--- src/sb2d_pkg.sv ---
// Shared constants, control struct and sizing function for the decimal text converter.
`default_nettype none

package sb2d_pkg;

   localparam int VALUE_WIDTH_DEF = 32;

   localparam logic [7:0] ASCII_ZERO  = 8'h30;
   localparam logic [7:0] ASCII_MINUS = 8'h2D;

   // Decimal digits needed for magnitudes up to 2^(w-1): floor((w-1)*log10(2)) + 1.
   function automatic int digits_for(input int w);
      return ((w - 1) * 30103) / 100000 + 1;
   endfunction

   // Commands from the sequencer to the shift-and-add-3 datapath.
   typedef struct packed {
      logic load;   // load the binary magnitude, clear the BCD register
      logic conv;   // one shift-and-add-3 step: move one binary bit into the BCD digits
      logic shift;  // drop the top BCD digit, move the others up by one digit
   } ctrl_type;

endpackage

`default_nettype wire

--- src/sb2d_dabble.sv ---
// Bit-serial binary to BCD datapath with digit-wise output shifting.
`default_nettype none

module sb2d_dabble
   import sb2d_pkg::*;
#(
   parameter int VALUE_WIDTH = VALUE_WIDTH_DEF
) (
   input  wire logic                   clock,
   input  wire ctrl_type               ctrl,
   input  wire logic [VALUE_WIDTH-1:0] load_mag,
   output logic [3:0]                  top_digit
);

   localparam int DIGITS   = digits_for(VALUE_WIDTH);
   localparam int BCD_BITS = DIGITS * 4;

   logic [VALUE_WIDTH-1:0] bin_ff, bin_in;
   logic [BCD_BITS-1:0]    bcd_ff, bcd_in;
   logic [BCD_BITS-1:0]    adj;

   // Add 3 to every digit of 5 or more before the shift; digits are independent.
   always_comb begin
      for (int i = 0; i < DIGITS; i++) begin
         if (bcd_ff[i*4 +: 4] >= 4'd5) begin
            adj[i*4 +: 4] = bcd_ff[i*4 +: 4] + 4'd3;
         end else begin
            adj[i*4 +: 4] = bcd_ff[i*4 +: 4];
         end
      end
   end

   always_comb begin
      bin_in = bin_ff;
      bcd_in = bcd_ff;
      if (ctrl.load) begin
         bin_in = load_mag;
         bcd_in = '0;
      end else if (ctrl.conv) begin
         bin_in = {bin_ff[VALUE_WIDTH-2:0], 1'b0};
         bcd_in = {adj[BCD_BITS-2:0], bin_ff[VALUE_WIDTH-1]};
      end else if (ctrl.shift) begin
         // Move every digit up by one; a single-digit register simply clears.
         bcd_in = bcd_ff << 4;
      end
   end

   always_ff @(posedge clock) begin
      bin_ff <= bin_in;
      bcd_ff <= bcd_in;
   end

   assign top_digit = bcd_ff[BCD_BITS-1 -: 4];

endmodule

`default_nettype wire

--- src/signed_binary_to_decimal_ascii.sv ---
// Top level: signed integer to decimal ASCII text, one character per transaction.
`default_nettype none

// Converts one signed VALUE_WIDTH-bit integer per request transaction into its
// decimal text, sent as one ASCII character per response transaction, most
// significant first. A negative value starts with '-', leading zeros are
// dropped, zero gives a single '0', and rsp_last marks the final character.
// The most negative value converts correctly ("-2147483648" at 32 bits).
// One value is handled at a time: req_stall stays high from acceptance until
// the last character has been placed in the output register. The magnitude is
// turned into BCD by a shift-and-add-3 loop that takes one binary bit per
// cycle. Leading zero digits are then dropped one per cycle, and each
// character waits in the output register until the receiver takes it.
// The output register lets the next value be accepted while the last
// character still waits for the receiver.

module signed_binary_to_decimal_ascii
   import sb2d_pkg::*;
#(
   parameter int VALUE_WIDTH = VALUE_WIDTH_DEF
) (
   input  wire logic                          clock,
   input  wire logic                          reset,
   input  wire logic                          req_valid,
   output logic                               req_stall,
   input  wire logic signed [VALUE_WIDTH-1:0] req_value,
   output logic                               rsp_valid,
   input  wire logic                          rsp_stall,
   output logic [7:0]                         rsp_ascii_char,
   output logic                               rsp_last
);

   localparam int DIGITS    = digits_for(VALUE_WIDTH);
   localparam int BIT_CNT_W = $clog2(VALUE_WIDTH + 1);
   localparam int DIG_CNT_W = $clog2(DIGITS + 1);

   typedef enum logic [2:0] {
      ST_IDLE,
      ST_CONV,
      ST_SKIP,
      ST_SIGN,
      ST_EMIT
   } state_type;

   state_type              state_ff, state_in;
   logic [BIT_CNT_W-1:0]   bit_cnt_ff, bit_cnt_in;
   logic [DIG_CNT_W-1:0]   dig_cnt_ff, dig_cnt_in;
   logic                   neg_ff, neg_in;
   logic                   rsp_valid_ff, rsp_valid_in;
   logic [7:0]             rsp_char_ff, rsp_char_in;
   logic                   rsp_last_ff, rsp_last_in;

   ctrl_type               ctrl;
   logic [VALUE_WIDTH-1:0] raw;
   logic [VALUE_WIDTH-1:0] mag;
   logic [3:0]             top_digit;
   logic                   req_accept;
   logic                   out_free;

   // Magnitude as an unsigned quantity, so the most negative value does not overflow.
   assign raw = req_value;
   assign mag = raw[VALUE_WIDTH-1] ? VALUE_WIDTH'(~raw + 1'b1) : raw;

   assign req_stall  = (state_ff != ST_IDLE);
   assign req_accept = req_valid && !req_stall;
   // Output register can take a character when empty or being drained this cycle.
   assign out_free   = !rsp_valid_ff || !rsp_stall;

   always_comb begin
      state_in     = state_ff;
      bit_cnt_in   = bit_cnt_ff;
      dig_cnt_in   = dig_cnt_ff;
      neg_in       = neg_ff;
      rsp_valid_in = rsp_valid_ff && rsp_stall;
      rsp_char_in  = rsp_char_ff;
      rsp_last_in  = rsp_last_ff;
      ctrl         = '0;

      unique case (state_ff)
         ST_IDLE: begin
            if (req_accept) begin
               ctrl.load  = 1'b1;
               neg_in     = raw[VALUE_WIDTH-1];
               bit_cnt_in = BIT_CNT_W'(VALUE_WIDTH);
               state_in   = ST_CONV;
            end
         end
         ST_CONV: begin
            // Move one magnitude bit into the BCD digits per cycle.
            ctrl.conv  = 1'b1;
            bit_cnt_in = bit_cnt_ff - 1'b1;
            if (bit_cnt_ff == BIT_CNT_W'(1)) begin
               dig_cnt_in = DIG_CNT_W'(DIGITS);
               state_in   = ST_SKIP;
            end
         end
         ST_SKIP: begin
            // Drop leading zero digits, but always keep the units digit.
            if ((top_digit == 4'd0) && (dig_cnt_ff != DIG_CNT_W'(1))) begin
               ctrl.shift = 1'b1;
               dig_cnt_in = dig_cnt_ff - 1'b1;
            end else if (neg_ff) begin
               state_in = ST_SIGN;
            end else begin
               state_in = ST_EMIT;
            end
         end
         ST_SIGN: begin
            if (out_free) begin
               rsp_valid_in = 1'b1;
               rsp_char_in  = ASCII_MINUS;
               rsp_last_in  = 1'b0;
               state_in     = ST_EMIT;
            end
         end
         ST_EMIT: begin
            if (out_free) begin
               rsp_valid_in = 1'b1;
               rsp_char_in  = ASCII_ZERO + {4'd0, top_digit};
               rsp_last_in  = (dig_cnt_ff == DIG_CNT_W'(1));
               ctrl.shift   = 1'b1;
               dig_cnt_in   = dig_cnt_ff - 1'b1;
               if (dig_cnt_ff == DIG_CNT_W'(1)) begin
                  state_in = ST_IDLE;
               end
            end
         end
         default: begin
            state_in = ST_IDLE;
         end
      endcase
   end

   always_ff @(posedge clock) begin
      if (reset) begin
         state_ff     <= ST_IDLE;
         rsp_valid_ff <= 1'b0;
      end else begin
         state_ff     <= state_in;
         rsp_valid_ff <= rsp_valid_in;
      end
      bit_cnt_ff  <= bit_cnt_in;
      dig_cnt_ff  <= dig_cnt_in;
      neg_ff      <= neg_in;
      rsp_char_ff <= rsp_char_in;
      rsp_last_ff <= rsp_last_in;
   end

   sb2d_dabble #(
      .VALUE_WIDTH (VALUE_WIDTH)
   ) u_dabble (
      .clock     (clock),
      .ctrl      (ctrl),
      .load_mag  (mag),
      .top_digit (top_digit)
   );

   assign rsp_valid      = rsp_valid_ff;
   assign rsp_ascii_char = rsp_char_ff;
   assign rsp_last       = rsp_last_ff;

endmodule

`default_nettype wire

--- config.mk ---
export PLATFORM = sky130hd
export DESIGN_NAME = signed_binary_to_decimal_ascii
export DESIGN_NICKNAME = d
export VERILOG_FILES = /design/src/sb2d_pkg.sv /design/src/sb2d_dabble.sv /design/src/signed_binary_to_decimal_ascii.sv
export SDC_FILE = /design/constraint.sdc
export NUM_CORES = 1
export LEC_CHECK = 0
export ABC_CLOCK_PERIOD_IN_PS = 3000
export BUFFER_PORTS_ARGS = -buffer_cell sky130_fd_sc_hd__buf_2
export CORE_UTILIZATION = 55
export CTS_CLUSTER_SIZE = 28
export DETAILED_ROUTE_END_ITERATION = 10
export PLACE_DENSITY = 0.81
export SLEW_MARGIN = 20
export SYNTH_ARGS = -nofsm -noshare
export SYNTH_HDL_FRONTEND = slang
export SYNTH_HIERARCHICAL = 1
export SYNTH_SLANG_ARGS = --single-unit
--- constraint.sdc ---
create_clock -name clock -period 3 [get_ports clock]
set_input_delay 0.6 -clock clock [delete_from_list [all_inputs] [get_ports clock]]
set_output_delay 0.6 -clock clock [all_outputs]
set_load 0.02 [all_outputs]
# == After elaboration in Yosys (flattened, before gate mapping) ==
# Cells that the tools add are included.
# totals
ff_bits,96
output_inout_bits,11
# classes
n_addsub,14
magnitude_cmp,10
eq_ne,14
mux,43
bitwise_logic,1
n_reduce_logical,21
# ops
operator,n
$mux 32,3
$mux 40,2
$mux 4,12
$ge 4x3->1 const B,10
$add 4x2->4 const B,9
$add 32x1->32 const B,1
$not 32->32,1
$mux 3,8
$mux 8,2
$pmux 8 s2,1
$pmux 3 s5,1
$ne 2x2->1 const B,7
$pmux 4 s3,1
$pmux 6 s2,1
$mux 1,9
$reduce_bool 2->1,4
$add 6x4->7 const A,1
$eq 3x2->1 const B,2
$eq 6x1->1 const B,1
$mux 6,1
$reduce_and 6->1,1
$reduce_bool 3->1,2
$sub 6x1->6 const B,1
$eq 4x1->1 const B,1
other kinds (15),21

# == Logic depth before layout (Yosys ltp) ==
# depth
depth_word,6
ltp_mapped,10
ltp_nobuf,8

# == Cells and area by module ==
# Netlist, hierarchy kept.
# modules_own_cells
mod,instances,cells_each,area_per_inst_um2,seq_area_each_um2
sb2d_dabble,1,386,4042.6,1761.7
signed_binary_to_decimal_ascii,1,206,1821.7,590.6

# == Worst setup path after synthesis ==
# No wires, ideal clock.
# synth_timing
path_type,input-to-reg
start,in req_value[14]
end,"reg u_dabble.bin_ff[26], data pin"
arrival_ns,2.206
t_required_ns,2.738
setup_slack_ns,0.532
path_stages,6
path_cell_list,or4_1 -> buf_2 -> or4_4 -> o31ai_4 -> xnor2_1 -> mux2_1
# synth_via
elab_chain_len,4
# synth_lines
item,line_no,source
"start, declared",signed_binary_to_decimal_ascii.sv:26,"input wire logic signed [VALUE_WIDTH-1:0] req_value,"
$not 32->32,signed_binary_to_decimal_ascii.sv:62,assign mag = raw[VALUE_WIDTH-1] ? VALUE_WIDTH'(~raw + 1'b1) : raw;
$add 32x1->32,signed_binary_to_decimal_ascii.sv:62,
$mux 32,signed_binary_to_decimal_ascii.sv:62,
named net mag[26],signed_binary_to_decimal_ascii.sv:55,logic [VALUE_WIDTH-1:0] mag;
$mux 32,sb2d_dabble.sv:36,if (ctrl.load) begin
named net u_dabble.bin_in[26],sb2d_dabble.sv:18,"logic [VALUE_WIDTH-1:0] bin_ff, bin_in;"
"end signal, assigned",sb2d_dabble.sv:49,bin_ff <= bin_in;
"end, declared",sb2d_dabble.sv:18,
# The timed path passes the listed nets, and every way through them passes these cells.
# A chain may end at the register's enable or synchronous reset.

==> out/metrics.csv <==
metric,value,unit
placeable core area,10320,sq um
Worst Tran Pin Value,0.8271,ns
DRT Pass-1 Iters,5,
Max Buffers Root-to-Sink,2,
Initial Util,56.81,%
Final Max Slew Viols,0,
Crit path required time,3.25,ns
top-count cell post-synth,edfxtp_1,
die span in y,105.3,microns
P per Cell Area,533.0,nW/um^2
detailed-route wire length,11650,microns
"CTS clk-pin slew, worst paths",0.11,ns
max_cap viols,0,
Max Fclk,383.3,MHz
most frequent cells after synthesis,"edfxtp_1, dfxtp_1, nor2_1, mux2_1, a21oi_1",
count of state elements after synthesis,93,
global route overflow,0,
Setup crit start,u_dabble/bcd_ff[36],
Max-slew headroom,44.28,%
clock sinks,93,
final hold vios,0,
setup violators final,0,
fraction of layout cells with a size suffix above 1,13.80,%
Mean Syn Cell Area,9.906,sq um
# resized after CTS,0,
kind of critical path,flop to flop,
Final ANT Viol Nets,0,
post-DR wirelength/cell,15.35,microns
CTS tree,done,
Final Skew,0.01512,ns
largest area contributor in the synthesized netlist,edfxtp_1,
reg-to-reg critical path startpoint,u_dabble/bcd_ff[36],
Cell variety after synth,52,
n_diodes,0,
first-pass GRT wire length,19800,microns
number of global-route vias before repair,4451,
setup tns final,0,ns
Startpoint Class,flop,
CP arrival,2.86,ns
via/cell ratio,6.115,
root buffer cell,clkbuf_8,
Yosys warning count,6,
First DRT Iteration DRCs,317,
"Cell Area, Synth",5864,sq um
via count,4641,
worst hold path class,input pin to flop,
row cnt,37,
static leakage,2.137,nW
Die Footprint,11080,sq um
input/output buffers,43,
largest net degree at the start of global routing,54,
VDD IR max,0.3017,mV
register area,2352,sq um
Die W,105.3,microns
Area Overhead vs Synth,8.065,%
"Seq/Total Area, Yosys",40.11,%
asr flop ratio synth,0,%
Clock Latency Late Sink,0.39,ns
CP max FO,30,
hold buffers post-CTS,0,
residual DRC count,0,
H-tree Lvls,3,
Tmin final,2.609,ns
layout net count,679,
Synth Instances,592,
CTS buffer count,9,
RSZ-0062 raised after global routing,false,
outcome,completed,
largest cells by area after synthesis,"edfxtp_1, dfxtp_1, mux2_1",
dpl hpwl,8036,microns
Synth top area share,25.09,%
"EDFF count, synth",49,
antenna violations before repair,0,
gpl congestion,0.8607,
multi-input logic area,3192,sq um
Post-CTS Setup Bufs,0,
gr usage total,21.83,%
num ports,47,
ratio of final minimum period to clock period,86.97,%
worst hold slack,0.4301,ns
Setup crit end kind,flop,
Hold Crit Start,reset,
fill count,809,
Main synth FF type,edfxtp_1,
## placed cells by master (no fill, tap or decap), types with 11 or more instances in the layout
master	n
a211oi_1	20
a21oi_1	36
buf_2	43
dfxtp_1	44
edfxtp_1	49
ha_1	25
inv_1	28
mux2_1	37
mux2i_1	14
nand2_1	33
nand2b_1	17
nand4b_1	20
nor2_1	37
nor3b_1	18
o21ai_0	21
o21ai_1	11
o221ai_1	13
xnor2_1	33
## state kept, by name, indices dropped and copies added (netlist names)
register	cells
u_dabble/bcd_ff	40
u_dabble/bin_ff	32
bit_cnt_ff	6
rsp_ascii_char	5
dig_cnt_ff	4
state_ff	3
neg_ff	1
rsp_last	1
rsp_valid	1
## layer usage
layer / track usage [%] / wire length (microns)
met1: 27.67 / 5171
met2: 37.36 / 5840
met3: 3.340 / 503
met4: 8.551 / 138
met5: 0 / 0
## final timing paths
path                    endpoint  slack [ns]  depth (start not counted)
max          u_dabble/bcd_ff[18]        0.39                          7
max reg2reg  u_dabble/bcd_ff[18]        0.39                          7
min reg2reg   u_dabble/bcd_ff[0]        0.51                          2
min                    rsp_valid        0.43                          2
## area by class of cell
type / count / area share [%]
repair buffers: 54 / 4.896
clock inverters: 7 / 1.204
clock buffers: 9 / 1.955
multi-input cells: 430 / 50.37
well taps: 136 / 2.685
flip-flops and latches: 93 / 37.12
inverters: 30 / 1.777
## worst max-delay path, cell delays in order, from the launching register on
cell and delay, ns:
dfxtp_1 0.39, nor4_1 0.50, a31oi_1 0.27, nor2_4 0.33, buf_4 0.44, mux2_1 0.36, nand2_1 0.07, o311ai_1 0.10
## kinds of logic (layout without fill, tap and decap cells)
family	count (synthesis)	count (layout)	synth area share, %
simple gates	177	177	17.96
compound gates	139	139	15.96
flops	93	93	40.11
buf+inv	70	100	5.782
mux	51	51	9.494
xor+xnor	35	35	5.227
fa+ha+maj	25	25	5.334
other cells	2	3	0.1281
## through the flow
stage	instances	total power [mW]	instance area, sq um	util [%]	worst slack, ns
2_1_floorplan	593	2.325	5868	-	0.5318
3_3_place_gp	743	2.494	6137	59.45	0.2756
3_5_place_dp	743	2.544	6137	59.45	0.1194
4_1_cts	759	3.398	6337	61.39	0.4122
5_1_grt	759	3.559	6337	61.39	0.2747
6_report	759	3.378	6337	61.39	0.3908
## report_power, final
group	switching, mW	internal [mW]	leakage, nW	total [mW]
logic	0.470	0.365	1.20	0.835
registers	0.136	1.55	0.835	1.69
clock network	0.522	0.332	0.103	0.853
No activity file was read; power rests on OpenSTA's default activity.
